==> config.mk <==
export PLATFORM = sky130hd
export DESIGN_NAME = byte_pattern_matcher
export DESIGN_NICKNAME = d
export VERILOG_FILES = /design/src/rtl/bpm_pkg.sv /design/src/rtl/bpm_match.sv /design/src/rtl/bpm_res_fifo.sv /design/src/rtl/byte_pattern_matcher.sv
export SDC_FILE = /design/constraint.sdc
export NUM_CORES = 1
export LEC_CHECK = 0
export ABC_AREA = 1
export ABC_CLOCK_PERIOD_IN_PS = 11440
export BUFFER_PORTS_ARGS = -buffer_cell sky130_fd_sc_hd__buf_2
export CAP_MARGIN = 20
export CORE_MARGIN = 2
export CORE_UTILIZATION = 45
export DETAILED_ROUTE_END_ITERATION = 7
export GPL_TIMING_DRIVEN = 0
export PLACE_DENSITY = 0.69
export SKIP_LAST_GASP = 1
export SLEW_MARGIN = 30
export SYNTH_ARGS = -nofsm -noshare
export SYNTH_HDL_FRONTEND = slang
export SYNTH_SLANG_ARGS = --single-unit
==> constraint.sdc <==
create_clock -name clk -period 11.44 [get_ports clk]
set_clock_uncertainty 0.05 [all_clocks]
set_input_delay 0.572 -clock clk [delete_from_list [all_inputs] [get_ports clk]]
set_output_delay 0.572 -clock clk [all_outputs]
set_load 0.1 [all_outputs]
==> src/rtl/bpm_pkg.sv <==
`default_nettype none

package bpm_pkg;

  // pattern and window geometry
  localparam int MAX_PATTERN = 16;
  localparam int HIST_DEPTH  = MAX_PATTERN;
  localparam int WIN_DEPTH   = MAX_PATTERN + 1;
  localparam int LEN_W       = $clog2(MAX_PATTERN + 1);
  localparam int WIN_IDX_W   = $clog2(WIN_DEPTH);
  localparam int PAT_W       = 8 * MAX_PATTERN;
  localparam int ADDR_W      = 32;

  // result queue
  localparam int FIFO_DEPTH  = 4;
  localparam int FIFO_PTR_W  = $clog2(FIFO_DEPTH);
  localparam int FIFO_CNT_W  = $clog2(FIFO_DEPTH + 1);

  // configuration register indexes
  localparam int CFG_IDX_W = 3;
  localparam logic [CFG_IDX_W-1:0] REG_PATTERN_LOW  = 3'd0;
  localparam logic [CFG_IDX_W-1:0] REG_PATTERN_HIGH = 3'd1;
  localparam logic [CFG_IDX_W-1:0] REG_PATTERN_LEN  = 3'd2;
  localparam logic [CFG_IDX_W-1:0] REG_ASCII_MODE   = 3'd3;
  localparam logic [CFG_IDX_W-1:0] REG_BASE_ADDR    = 3'd4;

  localparam logic [7:0] SLASH = 8'h2F;

  // one reported match
  typedef struct packed {
    logic [ADDR_W-1:0] match_address;
    logic              last_result;
  } res_t;

  // results caused by one accepted byte, packed from the first slot
  typedef struct packed {
    logic [1:0] count;
    res_t       first;
    res_t       second;
  } res_pair_t;

endpackage

`default_nettype wire

==> src/rtl/bpm_match.sv <==
`default_nettype none

module bpm_match (
  input  wire logic                          clk,
  input  wire logic                          rst_n,
  input  wire logic                          req_accept,
  input  wire logic [7:0]                    data_byte,
  input  wire logic                          last_byte,
  input  wire logic [bpm_pkg::PAT_W-1:0]     pattern,
  input  wire logic [bpm_pkg::LEN_W-1:0]     pattern_length,
  input  wire logic                          ascii_mode,
  input  wire logic [bpm_pkg::ADDR_W-1:0]    base_address,
  output bpm_pkg::res_pair_t                 results
);

  logic [7:0]                  hist_r [bpm_pkg::HIST_DEPTH];
  logic [31:0]                 seen_r, seen_nxt;
  logic                        pend_r, pend_nxt;
  logic [bpm_pkg::ADDR_W-1:0]  pend_addr_r, pend_addr_nxt;

  logic [7:0]                  win [bpm_pkg::WIN_DEPTH];
  logic [bpm_pkg::LEN_W-1:0]   len;
  logic [31:0]                 seen_inc;
  logic                        hit;
  logic                        before_slash;
  logic                        pend_ok;
  logic                        match_out;
  logic                        match_hold;
  logic [bpm_pkg::ADDR_W-1:0]  addr;
  logic [bpm_pkg::WIN_IDX_W-1:0] idx;

  // clamp the configured length into 1..MAX_PATTERN
  always_comb begin
    if (pattern_length == '0) begin
      len = bpm_pkg::LEN_W'(1);
    end else if (pattern_length > bpm_pkg::LEN_W'(bpm_pkg::MAX_PATTERN)) begin
      len = bpm_pkg::LEN_W'(bpm_pkg::MAX_PATTERN);
    end else begin
      len = pattern_length;
    end
  end

  // window: newest byte first, then the stored history
  always_comb begin
    win[0] = data_byte;
    for (int i = 1; i < bpm_pkg::WIN_DEPTH; i++) begin
      win[i] = hist_r[i-1];
    end
  end

  // saturating byte count including the new byte
  assign seen_inc = (seen_r == '1) ? seen_r : seen_r + 32'd1;

  // parallel compare of every pattern byte against its window slot
  always_comb begin
    hit = (seen_inc >= 32'(len));
    idx = '0;
    for (int k = 0; k < bpm_pkg::MAX_PATTERN; k++) begin
      idx = bpm_pkg::WIN_IDX_W'(len) - bpm_pkg::WIN_IDX_W'(k) - bpm_pkg::WIN_IDX_W'(1);
      if (bpm_pkg::LEN_W'(k) < len) begin
        if (win[idx] != pattern[8*k +: 8]) begin
          hit = 1'b0;
        end
      end
    end
  end

  // byte just before the match, only when it belongs to the stream
  assign before_slash = (seen_inc > 32'(len)) &&
                        (win[bpm_pkg::WIN_IDX_W'(len)] == bpm_pkg::SLASH);

  assign addr    = base_address + (seen_inc - 32'(len));
  assign pend_ok = pend_r && (data_byte != bpm_pkg::SLASH);

  // ascii mode holds a match for its lookahead unless the range ends here
  always_comb begin
    match_out  = 1'b0;
    match_hold = 1'b0;
    if (hit) begin
      if (ascii_mode) begin
        if (!before_slash) begin
          match_out  = last_byte;
          match_hold = !last_byte;
        end
      end else begin
        match_out = 1'b1;
      end
    end
  end

  // result slots in model order: confirmed pending match first
  always_comb begin
    results.count                = 2'(pend_ok) + 2'(match_out);
    results.first.match_address  = pend_ok ? pend_addr_r : addr;
    results.first.last_result    = !(pend_ok && match_out);
    results.second.match_address = addr;
    results.second.last_result   = 1'b1;
  end

  // next state of the stream tracking
  always_comb begin
    seen_nxt      = seen_r;
    pend_nxt      = pend_r;
    pend_addr_nxt = pend_addr_r;
    if (req_accept) begin
      seen_nxt = last_byte ? 32'd0 : seen_inc;
      pend_nxt = match_hold;
      if (match_hold) begin
        pend_addr_nxt = addr;
      end
    end
  end

  always_ff @(posedge clk) begin
    if (!rst_n) begin
      seen_r      <= '0;
      pend_r      <= 1'b0;
      pend_addr_r <= '0;
    end else begin
      seen_r      <= seen_nxt;
      pend_r      <= pend_nxt;
      pend_addr_r <= pend_addr_nxt;
    end
  end

  // byte history shift line
  always_ff @(posedge clk) begin
    if (req_accept) begin
      hist_r[0] <= data_byte;
      for (int i = 1; i < bpm_pkg::HIST_DEPTH; i++) begin
        hist_r[i] <= hist_r[i-1];
      end
    end
  end

endmodule

`default_nettype wire

==> src/rtl/bpm_res_fifo.sv <==
`default_nettype none

module bpm_res_fifo (
  input  wire logic               clk,
  input  wire logic               rst_n,
  input  wire logic               push,
  input  wire bpm_pkg::res_pair_t push_data,
  output logic                    room,
  output logic                    out_valid,
  input  wire logic               out_ready,
  output bpm_pkg::res_t           out_data
);

  bpm_pkg::res_t                   mem_r [bpm_pkg::FIFO_DEPTH];
  logic [bpm_pkg::FIFO_PTR_W-1:0]  wr_r, wr_nxt;
  logic [bpm_pkg::FIFO_PTR_W-1:0]  rd_r, rd_nxt;
  logic [bpm_pkg::FIFO_CNT_W-1:0]  cnt_r, cnt_nxt;
  logic [bpm_pkg::FIFO_CNT_W-1:0]  push_n;
  logic                            pop;

  // room for a full pair regardless of the output side
  assign room      = (cnt_r <= bpm_pkg::FIFO_CNT_W'(bpm_pkg::FIFO_DEPTH - 2));
  assign out_valid = (cnt_r != '0);
  assign out_data  = mem_r[rd_r];
  assign pop       = out_valid && out_ready;
  assign push_n    = push ? bpm_pkg::FIFO_CNT_W'(push_data.count) : '0;

  // pointer and fill count update
  always_comb begin
    wr_nxt  = wr_r + bpm_pkg::FIFO_PTR_W'(push_n);
    rd_nxt  = rd_r + bpm_pkg::FIFO_PTR_W'(pop);
    cnt_nxt = cnt_r + push_n - bpm_pkg::FIFO_CNT_W'(pop);
  end

  always_ff @(posedge clk) begin
    if (!rst_n) begin
      wr_r  <= '0;
      rd_r  <= '0;
      cnt_r <= '0;
    end else begin
      wr_r  <= wr_nxt;
      rd_r  <= rd_nxt;
      cnt_r <= cnt_nxt;
    end
  end

  // write up to two entries per request
  always_ff @(posedge clk) begin
    if (push && push_data.count != 2'd0) begin
      mem_r[wr_r] <= push_data.first;
    end
    if (push && push_data.count == 2'd2) begin
      mem_r[wr_r + bpm_pkg::FIFO_PTR_W'(1)] <= push_data.second;
    end
  end

endmodule

`default_nettype wire

==> src/rtl/byte_pattern_matcher.sv <==
`default_nettype none

// Byte pattern matcher: memory bytes stream in on the in_ channel, one per request,
// tlast marking the final byte of a range. Each byte is compared in parallel against
// the configured 1 to 16 byte pattern, and every match start address (base plus offset)
// leaves on the out_ channel, tlast marking the last result caused by that byte. The
// block accepts one byte per cycle; a byte may cause up to two results, and the four
// entry result queue drains at most one per cycle, so in_tready drops while fewer than
// two entries are free. In ASCII mode a match is held back by one byte to check that
// the following byte is not a slash. Write configuration only while the block is idle.
module byte_pattern_matcher (
  input  wire logic                            clk,
  input  wire logic                            rst_n,
  // configuration write channel
  input  wire logic                            cfg_valid,
  output logic                                 cfg_ready,
  input  wire logic [bpm_pkg::CFG_IDX_W-1:0]   cfg_index,
  input  wire logic [63:0]                     cfg_data,
  // input bytes
  input  wire logic                            in_tvalid,
  output logic                                 in_tready,
  input  wire logic [7:0]                      in_tdata,   // [7:0] data_byte
  input  wire logic                            in_tlast,   // last_byte
  // match results
  output logic                                 out_tvalid,
  input  wire logic                            out_tready,
  output logic [31:0]                          out_tdata,  // [31:0] match_address
  output logic                                 out_tlast   // last_result
);

  logic [63:0]                  pat_lo_r, pat_lo_nxt;
  logic [63:0]                  pat_hi_r, pat_hi_nxt;
  logic [bpm_pkg::LEN_W-1:0]    len_r, len_nxt;
  logic                         ascii_r, ascii_nxt;
  logic [bpm_pkg::ADDR_W-1:0]   base_r, base_nxt;
  logic                         cfg_we;
  logic                         in_accept;
  logic                         room;
  bpm_pkg::res_pair_t           results;
  bpm_pkg::res_t                head;

  assign cfg_ready = 1'b1;
  assign cfg_we    = cfg_valid && cfg_ready;
  assign in_tready = room;
  assign in_accept = in_tvalid && in_tready;

  // configuration register writes
  always_comb begin
    pat_lo_nxt = pat_lo_r;
    pat_hi_nxt = pat_hi_r;
    len_nxt    = len_r;
    ascii_nxt  = ascii_r;
    base_nxt   = base_r;
    if (cfg_we) begin
      unique case (cfg_index)
        bpm_pkg::REG_PATTERN_LOW:  pat_lo_nxt = cfg_data;
        bpm_pkg::REG_PATTERN_HIGH: pat_hi_nxt = cfg_data;
        bpm_pkg::REG_PATTERN_LEN:  len_nxt    = cfg_data[bpm_pkg::LEN_W-1:0];
        bpm_pkg::REG_ASCII_MODE:   ascii_nxt  = cfg_data[0];
        bpm_pkg::REG_BASE_ADDR:    base_nxt   = cfg_data[bpm_pkg::ADDR_W-1:0];
        default: ;
      endcase
    end
  end

  always_ff @(posedge clk) begin
    if (!rst_n) begin
      pat_lo_r <= '0;
      pat_hi_r <= '0;
      len_r    <= bpm_pkg::LEN_W'(1);
      ascii_r  <= 1'b0;
      base_r   <= '0;
    end else begin
      pat_lo_r <= pat_lo_nxt;
      pat_hi_r <= pat_hi_nxt;
      len_r    <= len_nxt;
      ascii_r  <= ascii_nxt;
      base_r   <= base_nxt;
    end
  end

  // window compare and stream tracking
  bpm_match u_match (
    .clk            (clk),
    .rst_n          (rst_n),
    .req_accept     (in_accept),
    .data_byte      (in_tdata),
    .last_byte      (in_tlast),
    .pattern        ({pat_hi_r, pat_lo_r}),
    .pattern_length (len_r),
    .ascii_mode     (ascii_r),
    .base_address   (base_r),
    .results        (results)
  );

  // result queue toward the output channel
  bpm_res_fifo u_fifo (
    .clk       (clk),
    .rst_n     (rst_n),
    .push      (in_accept),
    .push_data (results),
    .room      (room),
    .out_valid (out_tvalid),
    .out_ready (out_tready),
    .out_data  (head)
  );

  assign out_tdata = head.match_address;
  assign out_tlast = head.last_result;

endmodule

`default_nettype wire
**Yosys cells after proc, flatten, opt, wreduce, memory -nomap -nowiden**

Memory sizes are Yosys's and may differ from the RTL's. A register that Yosys moved wholly into a read port is not among the register bits.
Cells that the tools add are included.
Widths: inputs -> output; s select.

- Add/subtract/negate cells: 39
- Order comparisons: 37
- Eq/ne operators: 24
- Mux-type cells: 102
- Bitwise gates (word level): 17
- Reduce and logical (&&, ||, !) cells: 19

Operators by type and width:

| cell | count |
|---|---|
| $bmux 8 s5 | 17 |
| $mux 8 | 34 |
| $ne 8x8->1 | 16 |
| $ge 6x6->1 const B | 17 |
| $not 5->6 | 17 |
| $mux 32 | 3 |
| $sub 5x1->5 const B | 16 |
| $mux 1 | 44 |
| $lt 4x5->1 const A | 8 |
| $sub 5x4->5 const B | 8 |
| $add 32x1->32 const B | 1 |
| $add 32x32->32 | 1 |
| $eq 32x32->1 const B | 1 |
| $ge 32x5->1 | 1 |
| $gt 32x5->1 | 1 |
| $sub 32x5->32 | 1 |
| $lt 3x5->1 const A | 4 |
| $sub 5x3->5 const B | 4 |
| $reduce_and 2->1 | 6 |
| $lt 1x5->1 const A | 2 |
| $lt 2x5->1 const A | 2 |
| $mux 5 | 2 |
| $sub 5x2->5 const B | 2 |
| $eq 8x6->1 const B | 1 |
| other kinds (20) | 29 |

- Register bits: 238
- RAM bits: 260
- Output and inout bits: 36
- Word-level logic and storage cells: 251
- Memories: 2

Memories:

| name | words | bits a word | read ports | clocked after Yosys merged registers in | wr ports | RTL line | text |
|---|---|---|---|---|---|---|---|
| u_fifo.mem_r | 4 | 33 | 1 | 1 | 2 | bpm_res_fifo.sv:14 | `bpm_pkg::res_t mem_r [bpm_pkg::FIFO_DEPTH];` |
| u_match.hist_r | 16 | 8 | 16 | 0 | 16 | bpm_match.sv:16 | `logic [7:0] hist_r [bpm_pkg::HIST_DEPTH];` |

**Depth between registers and ports, before layout**

- Word-level depth: 47
- Depth in mapped cells: 41

**By module**

From an unflattened synthesis, not the netlist that was laid out.

- Cells, all modules: 5744
- Area, all modules: 36786.5 µm²

Modules (own cells, without submodules):

| module | instances | cells an instance | area an instance (µm²) | sequential area each (µm²) |
|---|---|---|---|---|
| bpm_match | 1 | 4049 | 23237.3 | 5144.9 |
| bpm_res_fifo | 1 | 711 | 6862.8 | 4103.9 |
| byte_pattern_matcher | 1 | 984 | 6686.4 | 3323.2 |

**Worst setup path before layout**

No wires, ideal clock.

- Path type: register to register
- Start point: register len_r[4] in the netlist's numbering
- End point: memory u_fifo.mem_r[0][10] in the netlist's numbering (enable)
- Data arrival time: 5.729 ns
- Slack: 5.271 ns
- Cell stages (with the launch flop): 36
- Period minus slack after synthesis: 6.169 ns
- Path through: dfxtp_1 > buf_2 > nor2_1 > inv_1 > clkbuf_1 > clkbuf_1 > ha_1 > clkbuf_1 > inv_1 > clkbuf_1 > clkbuf_1 > nand3_1 > nand2_1 > nand2_1 > nand3_1 > nand3_1 > nand3_1 > nand2_1 > nor2_1 > nand2_1 > nor2_1 > nor2_1 > nor2_1 > nand2_1 > nor2_2 > buf_2 > nand2_1 > nor2_1 > ha_1 > inv_1 > nor2_1 > inv_1 > nor2_1 > clkinv_1 > clkbuf_1 > nand2_1

RTL lines:

| item | RTL line | text |
|---|---|---|
| from (decl) | byte_pattern_matcher.sv:33 | `logic [bpm_pkg::LEN_W-1:0] len_r, len_nxt;` |
| from (signal assigned) | byte_pattern_matcher.sv:70 | `len_r <= bpm_pkg::LEN_W'(1);` |
| from (signal assigned) | byte_pattern_matcher.sv:76 | `len_r <= len_nxt;` |
| to (decl) | bpm_res_fifo.sv:14 |  |

==> flow_metrics.tcl <==
set metrics [dict create \
    io_buffer_count 115 \
    clk_transition_reported_paths_ps 60 \
    synth_area_leaders "edfxtp_1 22%, nand2_1 16%, dfxtp_1 14%, nand3_1 14%, inv_1 5.3%" \
    firstDrtPassIters 8 \
    synth_cells 5164 \
    cts_made_buffers 59 \
    grt_pass1_vias 35170 \
    arrival_ps 9860 \
    gp_congestion 1.088 \
    critPathKind "reg -> reg" \
    die_w_um 280.0 \
    cp.depth 36 \
    core_area_um2 75700 \
    grt_overflow 0 \
    cts_resized 0 \
    synth-xor-area-share_pct 2.044 \
    critPathLaunchType "flip-flop" \
    wl_per_cell_um 27.87 \
    yosys.area_share.simple_pct 37.27 \
    hold_buffers 0 \
    syn_area_um2 34280 \
    power_frac_seq_pct 31.3 \
    cp_top_family "simple AND/OR/NAND/NOR gates" \
    swShare_pct 45.90 \
    grtUsageTotal_pct 44.26 \
    route.detailed.drc 0 \
    synth_compound_area_share_pct 11.80 \
    cts_max_level 2 \
    root_buffer "clkbuf_16" \
    slowest_stage "buf_1" \
    post_cts_buffers 0 \
    synthToLayoutAreaGrowth_pct 12.11 \
    p_clk_share_pct 29.4 \
    async_flop_share_pct 0 \
    final_cell_mix "1447 x nand2_1, 925 x nand3_1, 486 x inv_1" \
    crit_path_end_kind "flip-flop" \
    layout.nets 5515 \
    grt_first_pass_wirelength_mm 247.9 \
    final_core_util_pct 50.77 \
    crit_required_ps 11780 \
    switching_power_mw 3.281 \
    yosys_register_bits 498 \
    via_count 38990 \
    drive_above_1_share_pct 6.096 \
    cts_tree "done" \
    hold_depth 3 \
    wirelength_mm 177.8 \
    p_leak_nw 17.52 \
    yosysTopAreaCell "edfxtp_1" \
    grt_setup_unrepaired "no" \
    finalHoldViolations 0 \
    status "finished clean" \
    initial_core_util_pct 45.29 \
    synth_mux_area_share_pct 0.02920 \
    critPathBufInv 14 \
    timing.setup.tns_ps 0 \
    die_y_um 280.0 \
    final_common_cell "nand2_1" \
    ir_drop_uv 148.5 \
    clock.fmax_ghz 0.1050 \
    synth_edf_count 256 \
    via_per_inst 6.112 \
    power_density_nw_per_um2 186.0 \
    ant_nets 0 \
    ys.warnings.count 0 \
    syn-num-nets 5333 \
    synthAdderAreaFrac_pct 3.343 \
    die_area_um2 78400 \
    max_stage_delay_ps 680 \
    whs_ps 75.29 \
    ios 117 \
    worst_pin_slew_ps 1078 \
    hp-class "in -> reg" \
    worstRegToRegCells 36 \
    cts.path.max_buffers 3 \
    maxSlewViolCount 0 \
    seq_area_frac_synth_pct 36.56 \
    slew_headroom_pct 27.60 \
    dominantRegCellSynth "edfxtp_1" \
    cp_common_cell "nor2_1" \
    clock_latency_ps 700 \
    fin_crit_ps 9524 \
    dp.final_hpwl_mm 141.2 \
    antenna_found_initial 6 \
    grt_max_degree 92 \
    stdcell_count 6379 \
    power.total_mw 7.148 \
    cp_max_fo 20 \
    pwr-share-comb_pct 39.3 \
    clock-sinks 498 \
    synth_top_family_by_area "simple AND/OR/NAND/NOR gates" \
    yosysTopAreaCellShare_pct 22.42 \
    setup_viol 0 \
    finalCritPeriodShare_pct 83.26 \
    core.rowCount 101 \
    drt_iter0_markers 6070 \
    dp_cells 6263 \
    drv_cap 0 \
    syn_avg_cell_area_um2 6.638 \
    intPower_mw 3.867 \
    n_fill_cell 7760 \
    synth_cell_types 47 \
]
## cells in the mapped netlist, types with 52 or more instances
cell type	number
edfxtp_1	256
ha_1	82
nand3b_1	54
a21oi_1	206
xor2_1	52
o21ai_0	337
nand3_1	925
nand2_1	1451
inv_1	487
nand4_1	75
clkbuf_1	185
o22ai_1	164
dfxtp_1	242
buf_2	59
nor2_1	400
## routing by layer
| metal | GRT usage [%] | vias up | routed length, um |
|---|---|---|---|
| li1 | - | 17670 | - |
| met3 | 14.10 | 438 | 24890 |
| met1 | 61.31 | 18190 | 72580 |
| met4 | 21.21 | 10 | 9980 |
| met2 | 61.94 | 2676 | 70260 |
| met5 | 0 | - | 68 |
## worst register-to-register path: cells and delay by family, from the launching register on
family                     cells  cell delay, ps
buffers and inverters         14            4080
and+or+nand+nor               20            4080
DFF                            1             360
adders and majority gates      2             650
## layout make-up
cell class	count	area, um2	area share (%)
Clock buffer	75	1639	4.265
Antenna cell	4	10.01	0.02605
Inverter	502	1892	4.923
Buffer	288	1195	3.109
Multi-Input combinational cell	3876	18730	48.74
Clock inverter	37	491.7	1.280
Tap cell	978	1224	3.184
Sequential cell	498	12530	32.61
Timing Repair Buffer	121	716.9	1.866
## flip-flops by register name, summed over array words and instances (netlist names)
register / cells
base_r: 32
u_match.seen_r: 32
ascii_r: 1
pat_hi_r: 64
u_fifo.wr_r: 2
pat_lo_r: 64
u_match.hist_r: 128
len_r: 5
u_fifo.rd_r: 2
u_match.pend_addr_r: 32
u_match.pend_r: 1
u_fifo.cnt_r: 3
u_fifo.mem_r: 132
## power groups by stage
stage | Combinational, mW | Clock, mW | Sequential (mW)
after detailed placement | 2.68 | 0 | 2.25
after floorplan | 1.78 | 0 | 2.16
final | 2.81 | 2.10 | 2.24
after global routing | 2.95 | 2.15 | 2.24
after CTS | 2.69 | 2.08 | 2.21
after global placement | 2.66 | 0 | 2.27
## final timing paths
| kind | slack (ps) | from | end |
|---|---|---|---|
| hold / removal | 80 | cfg_data[52] | pat_lo_r[52] |
| hold reg to reg | 340 | u_match.hist_r[1][48] | u_match.hist_r[1][56] |
| setup / recovery | 1920 | len_r[1] | u_fifo.mem_r[0][24] |
| setup reg to reg | 1920 | len_r[1] | u_fifo.mem_r[0][24] |
## logic make-up after synthesis
| logic type | count (synthesis) |
|---|---|
| AND/OR/NAND/NOR | 2959 |
| buffers and inverters | 790 |
| AO/OA/AOI/OAI | 747 |
| flip-flops | 498 |
| adder cells (fa/ha/maj) | 88 |
| XOR/XNOR | 80 |
| other | 1 |
| multiplexers | 1 |
## stage by stage
step	setup slack [ps]	cell area, um2
floorplan	5271	34280
CTS	2259	38390
finish	1916	38430
global route	1456	38420
global placement	1183	36080
detailed placement	2302	36260
Power figures use the tool's default switching activity.
